===== config.mk =====
export PLATFORM = sky130hd
export DESIGN_NAME = sync_delimited_frame_receiver
export DESIGN_NICKNAME = d
export VERILOG_FILES = /design/src/design/sdfr_pkg.sv /design/src/design/sdfr_store.sv /design/src/design/sync_delimited_frame_receiver.sv
export SDC_FILE = /design/constraint.sdc
export NUM_CORES = 1
export LEC_CHECK = 0
export ABC_AREA = 1
export BUFFER_PORTS_ARGS = -buffer_cell sky130_fd_sc_hd__buf_2
export CORE_MARGIN = 2
export CORE_UTILIZATION = 60
export CTS_BUF_LIST = sky130_fd_sc_hd__clkbuf_8
export CTS_CLUSTER_SIZE = 8
export DETAILED_ROUTE_END_ITERATION = 10
export GPL_TIMING_DRIVEN = 0
export HOLD_SLACK_MARGIN = 0.06
export MAX_ROUTING_LAYER = met4
export PLACE_DENSITY = 0.77
export RECOVER_POWER = 100
export SKIP_CTS_REPAIR_TIMING = 1
export SLEW_MARGIN = 20
export SYNTH_ARGS = -nofsm -noshare
export SYNTH_HDL_FRONTEND = slang
export SYNTH_HIERARCHICAL = 1
export SYNTH_SLANG_ARGS = --single-unit

===== constraint.sdc =====
create_clock -name clk -period 6.8 [get_ports clk]
set_input_delay 0.68 -clock clk [delete_from_list [all_inputs] [get_ports clk]]
set_output_delay 0.68 -clock clk [all_outputs]
set_load 0.01 [all_outputs]

===== src/design/sdfr_pkg.sv =====
// types and constants shared by the frame receiver modules
`default_nettype none
package sdfr_pkg;

	localparam int BYTE_W    = 8;
	localparam int CFG_IDX_W = 3;

	localparam logic [BYTE_W-1:0] SYNC_FIRST_RST  = 8'h0D;
	localparam logic [BYTE_W-1:0] SYNC_SECOND_RST = 8'h0A;
	localparam logic [BYTE_W-1:0] ABORT_BYTE_RST  = 8'hEF;
	localparam logic [BYTE_W-1:0] END_BYTE_RST    = 8'h0D;
	localparam logic [BYTE_W-1:0] FLAG_VALUE_RST  = 8'h01;

	localparam int ALERT_BASE_IDX = 3;
	localparam int ALERT_OFFSET   = 4;

	typedef enum logic [CFG_IDX_W-1:0] {
		REG_SYNC_FIRST  = 3'd0,
		REG_SYNC_SECOND = 3'd1,
		REG_ABORT_BYTE  = 3'd2,
		REG_END_BYTE    = 3'd3,
		REG_FLAG_VALUE  = 3'd4
	} cfg_reg_t;

	typedef enum logic [3:0] {
		PH_HUNT  = 4'b0001,
		PH_SYNC2 = 4'b0010,
		PH_FIRST = 4'b0100,
		PH_STORE = 4'b1000
	} phase_t;

	typedef enum logic [5:0] {
		ST_IDLE    = 6'b000001,
		ST_RD_BASE = 6'b000010,
		ST_RD_IDX  = 6'b000100,
		ST_CHECK   = 6'b001000,
		ST_EMIT_RD = 6'b010000,
		ST_EMIT_LD = 6'b100000
	} seq_state_t;

	typedef struct packed {
		logic [BYTE_W-1:0] sync_first;
		logic [BYTE_W-1:0] sync_second;
		logic [BYTE_W-1:0] abort_byte;
		logic [BYTE_W-1:0] end_byte;
		logic [BYTE_W-1:0] flag_value;
	} cfg_t;

endpackage
`default_nettype wire


===== src/design/sdfr_store.sv =====
// frame byte store: one write port, one registered read port, per-entry valid bits
`default_nettype none
module sdfr_store import sdfr_pkg::*; #(
	parameter int DEPTH = 40,
	parameter int AW    = 6
) (
	input  wire logic              clk,
	input  wire logic              arst_n,
	input  wire logic              wr_en,
	input  wire logic [AW-1:0]     wr_addr,
	input  wire logic [BYTE_W-1:0] wr_data,
	input  wire logic              rd_en,
	input  wire logic [AW-1:0]     rd_addr,
	output logic      [BYTE_W-1:0] rd_data
);

	logic [BYTE_W-1:0] mem [DEPTH];
	logic [DEPTH-1:0]  vld_q;
	logic [BYTE_W-1:0] rd_data_q;
	logic              rd_hit_q;

	always_ff @(posedge clk) begin
		if (wr_en) begin
			mem[wr_addr] <= wr_data;
		end
		if (rd_en) begin
			rd_data_q <= mem[rd_addr];
		end
	end

	always_ff @(posedge clk or negedge arst_n) begin
		if (!arst_n) begin
			vld_q    <= '0;
			rd_hit_q <= 1'b0;
		end else begin
			if (wr_en) begin
				vld_q[wr_addr] <= 1'b1;
			end
			if (rd_en) begin
				rd_hit_q <= vld_q[rd_addr];
			end
		end
	end

	// unwritten entries read as zero
	assign rd_data = rd_hit_q ? rd_data_q : '0;

endmodule
`default_nettype wire


===== src/design/sync_delimited_frame_receiver.sv =====
// frame receiver top level: sync hunt, store control and frame-end readout sequencer
// a byte that does not end a frame keeps the input ready; an end byte holds it off
// for the alert check (base read, index read, compare), then a store read and load
//   per result (load only for an empty frame) as the output side takes them; ready after the last load
// one store read port serves the alert check and the readout, one read per cycle
// async reset restores register defaults, hunting phase, clear alert; no clearing pass
`default_nettype none
module sync_delimited_frame_receiver import sdfr_pkg::*; #(
	parameter int FRAME_LIMIT = 40
) (
	input  wire logic                 clk,
	input  wire logic                 arst_n,
	input  wire logic                 cfg_write,
	input  wire logic [CFG_IDX_W-1:0] cfg_index,
	input  wire logic [BYTE_W-1:0]    cfg_data,
	input  wire logic                 in_valid,
	output logic                      in_ready,
	input  wire logic [BYTE_W-1:0]    rx_byte,
	output logic                      out_valid,
	input  wire logic                 out_ready,
	output logic      [BYTE_W-1:0]    payload_byte,
	output logic                      byte_valid,
	output logic                      last_of_frame,
	output logic                      alert_sticky
);

	localparam int AW = $clog2(FRAME_LIMIT);
	localparam logic [AW-1:0] LAST_IDX  = AW'(FRAME_LIMIT - 1);
	localparam logic [AW-1:0] BASE_ADDR = AW'(ALERT_BASE_IDX);
	localparam int IDX_W = BYTE_W + 1;

	cfg_t              cfg_q;
	phase_t            phase_q;
	seq_state_t        state_q;
	logic [AW-1:0]     fill_q;
	logic [AW-1:0]     count_q;
	logic [AW-1:0]     emit_idx_q;
	logic              in_range_q;
	logic              alert_q;
	logic              out_valid_q;
	logic [BYTE_W-1:0] out_byte_q;
	logic              out_bvalid_q;
	logic              out_last_q;
	logic              out_alert_q;

	logic              accept;
	logic              wr_en;
	logic [AW-1:0]     fill_next;
	logic              rd_en;
	logic [AW-1:0]     rd_addr;
	logic [BYTE_W-1:0] rd_data;
	logic [IDX_W-1:0]  alert_idx;
	logic              idx_in_range;
	logic              empty_frame;
	logic              emit_last;
	logic              out_free;
	logic              out_load;

	assign in_ready     = (state_q == ST_IDLE);
	assign accept       = in_valid && in_ready;
	assign fill_next    = (fill_q == LAST_IDX) ? '0 : fill_q + 1'b1;
	assign alert_idx    = {1'b0, rd_data} + IDX_W'(ALERT_OFFSET);
	assign idx_in_range = (alert_idx < IDX_W'(FRAME_LIMIT));
	assign empty_frame  = (count_q == '0);
	assign emit_last    = empty_frame || (emit_idx_q == count_q - 1'b1);
	assign out_free     = !out_valid_q || out_ready;
	assign out_load     = (state_q == ST_EMIT_LD) && out_free;

	assign wr_en = accept && ((phase_q == PH_STORE) ||
		((phase_q == PH_FIRST) && (rx_byte != cfg_q.abort_byte)));

	always_comb begin
		rd_en   = 1'b0;
		rd_addr = BASE_ADDR;
		unique case (state_q)
			ST_RD_BASE: begin
				rd_en = 1'b1;
			end
			ST_RD_IDX: begin
				rd_en   = 1'b1;
				rd_addr = idx_in_range ? alert_idx[AW-1:0] : '0;
			end
			ST_EMIT_RD: begin
				rd_en   = 1'b1;
				rd_addr = emit_idx_q;
			end
			default: begin
				rd_en = 1'b0;
			end
		endcase
	end

	sdfr_store #(
		.DEPTH (FRAME_LIMIT),
		.AW    (AW)
	) u_store (
		.clk     (clk),
		.arst_n  (arst_n),
		.wr_en   (wr_en),
		.wr_addr (fill_q),
		.wr_data (rx_byte),
		.rd_en   (rd_en),
		.rd_addr (rd_addr),
		.rd_data (rd_data)
	);

	always_ff @(posedge clk or negedge arst_n) begin
		if (!arst_n) begin
			cfg_q.sync_first  <= SYNC_FIRST_RST;
			cfg_q.sync_second <= SYNC_SECOND_RST;
			cfg_q.abort_byte  <= ABORT_BYTE_RST;
			cfg_q.end_byte    <= END_BYTE_RST;
			cfg_q.flag_value  <= FLAG_VALUE_RST;
		end else if (cfg_write) begin
			unique case (cfg_index)
				REG_SYNC_FIRST:  cfg_q.sync_first  <= cfg_data;
				REG_SYNC_SECOND: cfg_q.sync_second <= cfg_data;
				REG_ABORT_BYTE:  cfg_q.abort_byte  <= cfg_data;
				REG_END_BYTE:    cfg_q.end_byte    <= cfg_data;
				REG_FLAG_VALUE:  cfg_q.flag_value  <= cfg_data;
				default: ;
			endcase
		end
	end

	always_ff @(posedge clk or negedge arst_n) begin
		if (!arst_n) begin
			phase_q     <= PH_HUNT;
			state_q     <= ST_IDLE;
			fill_q      <= '0;
			count_q     <= '0;
			emit_idx_q  <= '0;
			in_range_q  <= 1'b0;
			alert_q     <= 1'b0;
			out_valid_q <= 1'b0;
		end else begin
			if (out_load) begin
				out_valid_q <= 1'b1;
			end else if (out_ready) begin
				out_valid_q <= 1'b0;
			end
			unique case (state_q)
				ST_IDLE: begin
					if (accept) begin
						unique case (phase_q)
							PH_HUNT: begin
								if (rx_byte == cfg_q.sync_first) begin
									phase_q <= PH_SYNC2;
								end
							end
							PH_SYNC2: begin
								phase_q <= (rx_byte == cfg_q.sync_second) ? PH_FIRST : PH_HUNT;
							end
							PH_FIRST: begin
								if (rx_byte == cfg_q.abort_byte) begin
									phase_q <= PH_HUNT;
								end else begin
									phase_q <= PH_STORE;
									fill_q  <= fill_next;
								end
							end
							PH_STORE: begin
								if (rx_byte == cfg_q.end_byte) begin
									phase_q <= PH_HUNT;
									count_q <= fill_q;
									fill_q  <= '0;
									state_q <= ST_RD_BASE;
								end else begin
									fill_q <= fill_next;
								end
							end
							default: phase_q <= PH_HUNT;
						endcase
					end
				end
				ST_RD_BASE: begin
					state_q <= ST_RD_IDX;
				end
				ST_RD_IDX: begin
					in_range_q <= idx_in_range;
					state_q    <= ST_CHECK;
				end
				ST_CHECK: begin
					if (in_range_q && (rd_data == cfg_q.flag_value)) begin
						alert_q <= 1'b1;
					end
					emit_idx_q <= '0;
					state_q    <= empty_frame ? ST_EMIT_LD : ST_EMIT_RD;
				end
				ST_EMIT_RD: begin
					state_q <= ST_EMIT_LD;
				end
				ST_EMIT_LD: begin
					if (out_free) begin
						if (emit_last) begin
							state_q <= ST_IDLE;
						end else begin
							emit_idx_q <= emit_idx_q + 1'b1;
							state_q    <= ST_EMIT_RD;
						end
					end
				end
				default: state_q <= ST_IDLE;
			endcase
		end
	end

	always_ff @(posedge clk) begin
		if (out_load) begin
			out_byte_q   <= empty_frame ? '0 : rd_data;
			out_bvalid_q <= !empty_frame;
			out_last_q   <= emit_last;
			out_alert_q  <= alert_q;
		end
	end

	assign out_valid     = out_valid_q;
	assign payload_byte  = out_byte_q;
	assign byte_valid    = out_bvalid_q;
	assign last_of_frame = out_last_q;
	assign alert_sticky  = out_alert_q;

endmodule
`default_nettype wire


# After elaboration in Yosys (flattened, before gate mapping)

Memory sizes are Yosys's and may differ from the RTL's. A register that Yosys moved wholly into a read port is not among the register bits.
Index checks and enable logic that the tools add are counted.

Register bits: 123
Bits in writable memories: 320
Bits of input ports: 24
Output and inout bits: 13
Logic and storage cells: 118
Memories: 1

Memory list:

| name        | words | width | read ports | clocked after Yosys merged registers in | wr ports | RTL line         | source |
|---|---|---|---|---|---|---|---|
| u_store.mem | 40    | 8     | 1          | 1                                       | 1        | sdfr_store.sv:17 | `logic [BYTE_W-1:0] mem [DEPTH];` |

Add/subtract/negate cells: 4
$lt $le $gt $ge: 4
Eq/ne operators: 30
Muxes and demuxes: 31
Bitwise logic cells: 1
Reduce and logical (&&, ||, !) cells: 28

Operators with widths:

| kind                                                 | number |
|---|---|
| two-way mux 6 bit                                    | 11 |
| equality test 8 bit                                  | 5 |
| OR 40 bit                                            | 1 |
| one-hot mux 6 bit (2 select lines)                   | 3 |
| one-hot mux 6 bit (6 select lines)                   | 1 |
| one-hot mux 4 bit (4 select lines)                   | 1 |
| AND reduction 4 bit                                  | 4 |
| < comparator 6 x 7 -> 1 bit (second input constant)  | 2 |
| adder 6 x 1 -> 6 bit (second input constant)         | 2 |
| equality test 6 bit (second input constant)          | 2 |
| two-way mux 4 bit                                    | 3 |
| AND reduction 2 bit                                  | 6 |
| adder 8 x 3 -> 9 bit (second input constant)         | 1 |
| < comparator 9 x 6 -> 1 bit (second input constant)  | 1 |
| two-way mux 8 bit                                    | 1 |
| != test 2 x 1 -> 1 bit (second input constant)       | 4 |
| != test 2 bit (second input constant)                | 4 |
| != test 8 bit                                        | 1 |
| two-way mux 1 bit                                    | 7 |
| binary-select mux 1 bit (select 6 bit)               | 1 |
| demux 1 bit (select 6 bit)                           | 1 |
| equality test 3 x 2 -> 1 bit (second input constant) | 2 |
| equality test 6 x 1 -> 1 bit (second input constant) | 1 |
| equality test 6 x 2 -> 1 bit (second input constant) | 1 |
| 22 further kinds                                     | 32 |

# Logic depth before layout (Yosys ltp)

Depth in word-level cells: 7
Gate-level depth with buffers: 23
Gate-level depth less buffers: 21

# Modules after synthesis

The synthesis kept the hierarchy.

By module, submodules not included:

| module                        | times used | cells each | area each (sq um) | sequential area each (sq um) |
|---|---|---|---|---|
| sdfr_store                    | 1          | 1,246      | 14,995.6          | 10,875.4 |
| sync_delimited_frame_receiver | 1          | 567        | 4,499.3           | 2,129.5 |

# Worst setup path after synthesis

No wires, ideal clock.

Kind: input to register
From: input rx_byte[0]
To: memory u_store.mem[20][0], enable pin
Library setup time: 0.397 ns
Arrival time: 2.492 ns
Data required time: 6.403 ns
Slack: 3.911 ns
Stages: 10
Path buffers: 1
Cells stage by stage: buf_6 -> nand2_1 -> inv_1 -> o21ai_0 -> nor3_1 -> nand2_1 -> nand2_4 -> inv_4 -> nand3_1 -> nor4_1

Word-level cells in the longest chain between the ends: 6

RTL lines:

| element                                 | RTL line                            | source |
|---|---|---|
| from (decl)                             | sync_delimited_frame_receiver.sv:18 | `input wire logic [BYTE_W-1:0] rx_byte,` |
| != test 8 bit                           | sync_delimited_frame_receiver.sv:70 | `((phase_q == PH_FIRST) && (rx_byte != cfg_q.abort_byte)));` |
| logical AND 1 bit                       | sync_delimited_frame_receiver.sv:70 |  |
| logical OR 1 bit                        | sync_delimited_frame_receiver.sv:69 | `assign wr_en = accept && ((phase_q == PH_STORE) \|\|` |
| logical AND 1 bit                       | sync_delimited_frame_receiver.sv:69 |  |
| net wr_en                               | sync_delimited_frame_receiver.sv:47 | `logic wr_en;` |
| two-way mux 1 bit                       | sdfr_store.sv:23                    | `if (wr_en) begin` |
| two-way mux 1 bit (implied by the code) | sdfr_store.sv:24                    | `mem[wr_addr] <= wr_data;` |
| to (decl)                               | sdfr_store.sv:17                    |  |

The timed path passes the listed nets, and every way through them passes these cells.

# Final worst setup path

From: input rx_byte[1]
To: memory u_store.mem[38][1], enable pin

Same word-level chain as after synthesis.

==> reports/summary.txt <==
outcome: complete, but fails checks
failing checks: max-capacitance violations, max-slew violations
area of the core: 0.0323 mm^2
min Tclk post-route: 4980 ps
cell area after synthesis: 0.0195 mm^2
CTS sink count: 451
Worst path most repeated cell: clkbuf_1
Hold Crit Endpoint: out_valid$_DFFE_PN0P_
Routed WL: 53700 um
Global Route Usage Sum: 0.332
number of cells on the worst reg-to-reg path: 20
most frequent cell after synthesis: nand2_1
CTS Buf Count: 72
Synth Instances: 1813
top_reg_cell synth: edfxtp_1
area of the die: 0.0339 mm^2
nets: 1958
routed vias: 14500
Root Buffer: clkbuf_8
CP arrival: 5170 ps
fillers: 2475
register area share after synthesis: 0.667
Finished Layout Cells: 2430
Post-synth ARST share: 0.248
post-synth top area cell: edfxtp_1
routability cong.: 1.02
Syn Nets: 1841
Initial Utilization: 0.604
class of the tightest hold or removal check: in -> reg
area grow syn2layout: 10.3%
top-area cell type share of the netlist area: 0.522
gr ovfl total: 0
dominant cells by area after synthesis: edfxtp_1 52%, dfrtp_1 12%, nand2_1 6.5%
post-route ant nets: 0
number of synthesized flops with an enable pin: 339
DR iter-0 viols: 1857
Pins Over Slew Limit: 383
Req. time, crit path: 6990 ps
reg2reg setup slack: 2080 ps
Synth Area in Compound Gates: 0.0934
share of cells above drive strength 1: 0.109
max_slew headroom: -0.652
detail-routed via count per cell: 5.97
proportion of synthesized area in mux cells: 0
Achievable Freq: 0.201 GHz
total chip power: 5.71 mW
pwr dens: 266 mW/mm^2
measured slew at the worst slew-check pin: 2480 ps
# IOs: 37
CTS tree: yes
unrepaired setup endpoints after global routing: no
kind of critical path: in -> reg
Synth Warn #: 6
cell row count: 66
I/O Buffers: 36
worst-path maximum fanout: 41
Simple-Gate Fraction of Synth Area: 0.174
CP cell instances: clkbuf_1 > clkbuf_1 > xnor2_1 > o21ai_0 > nor3_1 > nand2_1 > nand2_1 > clkinvlp_2 > clkbuf_1 > nand4_1 > nor2_1
initial antenna violation count: 1
H-tree depth: 3
Crit. End Element: flip-flop
CP max-delay cell: clkbuf_1
pre-CTS setup slack: 2420 ps
hold path startpoint: out_ready
Synth cell types: 46
largest net degree at the start of global routing: 77
Synth Area in Adders: 0.00257
top cells by count, synth: 340 x nand2_1, 339 x edfxtp_1, 275 x nor2_1
Post-Synth XOR/XNOR Area: 0.0157
Setup Viol. Count Final: 0
# DRC: 0
critical path's largest stage delay: 1520 ps
die width: 184 um
placed inst area: 0.0203 mm^2
clk_lat worst skew: 600 ps
CP Launch Type: input port
fin area: 0.0215 mm^2
first-pass GRT wire length: 80400 um
peak supply drop: 166 uV
clk buf depth: 3
LEAKAGE: 8.58 nW
vias in the first global route: 14000
Mapped Avg Cell Area: 10.8 um^2
reg-to-reg endpoint: u_store/rd_data_q[2]$_DFFE_PP_
setup TNS: 0 ps
worst hold path stage count: 2
Final WS setup: 1820 ps
placed cells: 2297
largest family of logic cells by synthesized area: simple AND/OR/NAND/NOR gates
Clock transition at path regs: 60 ps
DP Wirelength: 34700 um
drt wl/cell: 22.1 um
Yosys reg bits: 451
final-report hold violation count: 0
worst r2r src: u_store/rd_hit_q$_DFFE_PN0P_
die height: 184 um
max_cap viols: 9
Final Cycle Share: 0.732
drt first pass iters: 6
clk_skew: 29.6 ps
[metrics by stage]
step / hold WS, ps / utilization
floorplan: 384 / -
global placement: 440 / 0.626
detailed placement: 438 / 0.630
CTS: -12.3 / 0.671
global route: 265 / 0.666
finish: 299 / 0.666
[sequential cells by signal, summed over array words and instances (netlist names)]
register           flops
u_store/rd_data_q      8
fill_q                 6
last_of_frame          1
u_store/rd_hit_q       1
count_q                6
emit_idx_q             6
out_valid              1
cfg_q                 40
alert_sticky           1
phase_q                4
alert_q                1
byte_valid             1
payload_byte           8
u_store/mem          320
in_range_q             1
u_store/vld_q         40
state_q                6
[final cells by class]
type | instances | area (um^2) | area share
clock inverters | 52 | 236 | 0.0110
clock buffers | 79 | 1090 | 0.0506
well taps | 442 | 553 | 0.0257
diodes | 1 | 2.50 | 0.000116
multi-input cells | 1162 | 5490 | 0.255
inverters | 112 | 428 | 0.0199
flip-flops and latches | 451 | 13000 | 0.605
repair buffers | 43 | 209 | 0.00972
plain buffers | 88 | 487 | 0.0226
[worst max path at each step]
stage	start	to	slack [ps]
finish	rx_byte[1]	u_store/mem[38][1]$_DFFE_PP_	1820
detailed placement	rx_byte[3]	u_store/mem[38][2]$_DFFE_PP_	2420
global route	rx_byte[1]	u_store/mem[38][2]$_DFFE_PP_	1430
global placement	rx_byte[3]	u_store/mem[21][0]$_DFFE_PP_	2310
floorplan	rx_byte[0]	u_store/mem[20][0]$_DFFE_PP_	3910
CTS	u_store/rd_hit_q$_DFFE_PN0P_	u_store/rd_data_q[1]$_DFFE_PP_	2740
[power by group]
group / switching, mW / internal, mW
Clock: 1.02 / 1.10
Sequential: 0.0863 / 3.10
Combinational: 0.259 / 0.141
[layout by cell type, fill, tap and decap left out, drive strengths merged, types with 5 or more instances in the layout]
cell type	instances
nand3	96
edfxtp	339
clkbuf	149
o221ai	9
nor2	279
buf	60
or2	41
clkinv	5
xnor2	23
dfstp	18
a211oi	5
o22ai	43
a21oi	20
nor3	17
o21ai	218
o211ai	26
nand4	9
xor2	12
nor4	7
inv	154
nand2	348
dfrtp	94
[per-layer routing]
layer,up-vias,track usage,wire length (um)
li1,6481,-,-
met2,861,0.508,24900
met4,0,0.143,2080
met5,-,-,0
met3,151,0.0729,6120
met1,7017,0.434,20600
[cells by family (layout without fill, tap and decap cells)]
| group | Yosys count | after routing |
|---|---|---|
| and+or+nand+nor | 799 | 799 |
| DFF | 451 | 451 |
| AOI/OAI and AO/OA | 324 | 324 |
| buffers and inverters | 200 | 374 |
| xor gates and xnor gates | 35 | 35 |
| adders and majority gates | 4 | 4 |
| other | 0 | 1 |
[worst max-delay path, delay by kind of cell]
family / cells / cell delay (ps)
compound gates: 1 / 150
buf+inv: 4 / 2440
simple gates: 5 / 1750
xor+xnor: 1 / 110
(Power assumes the default switching activity.)
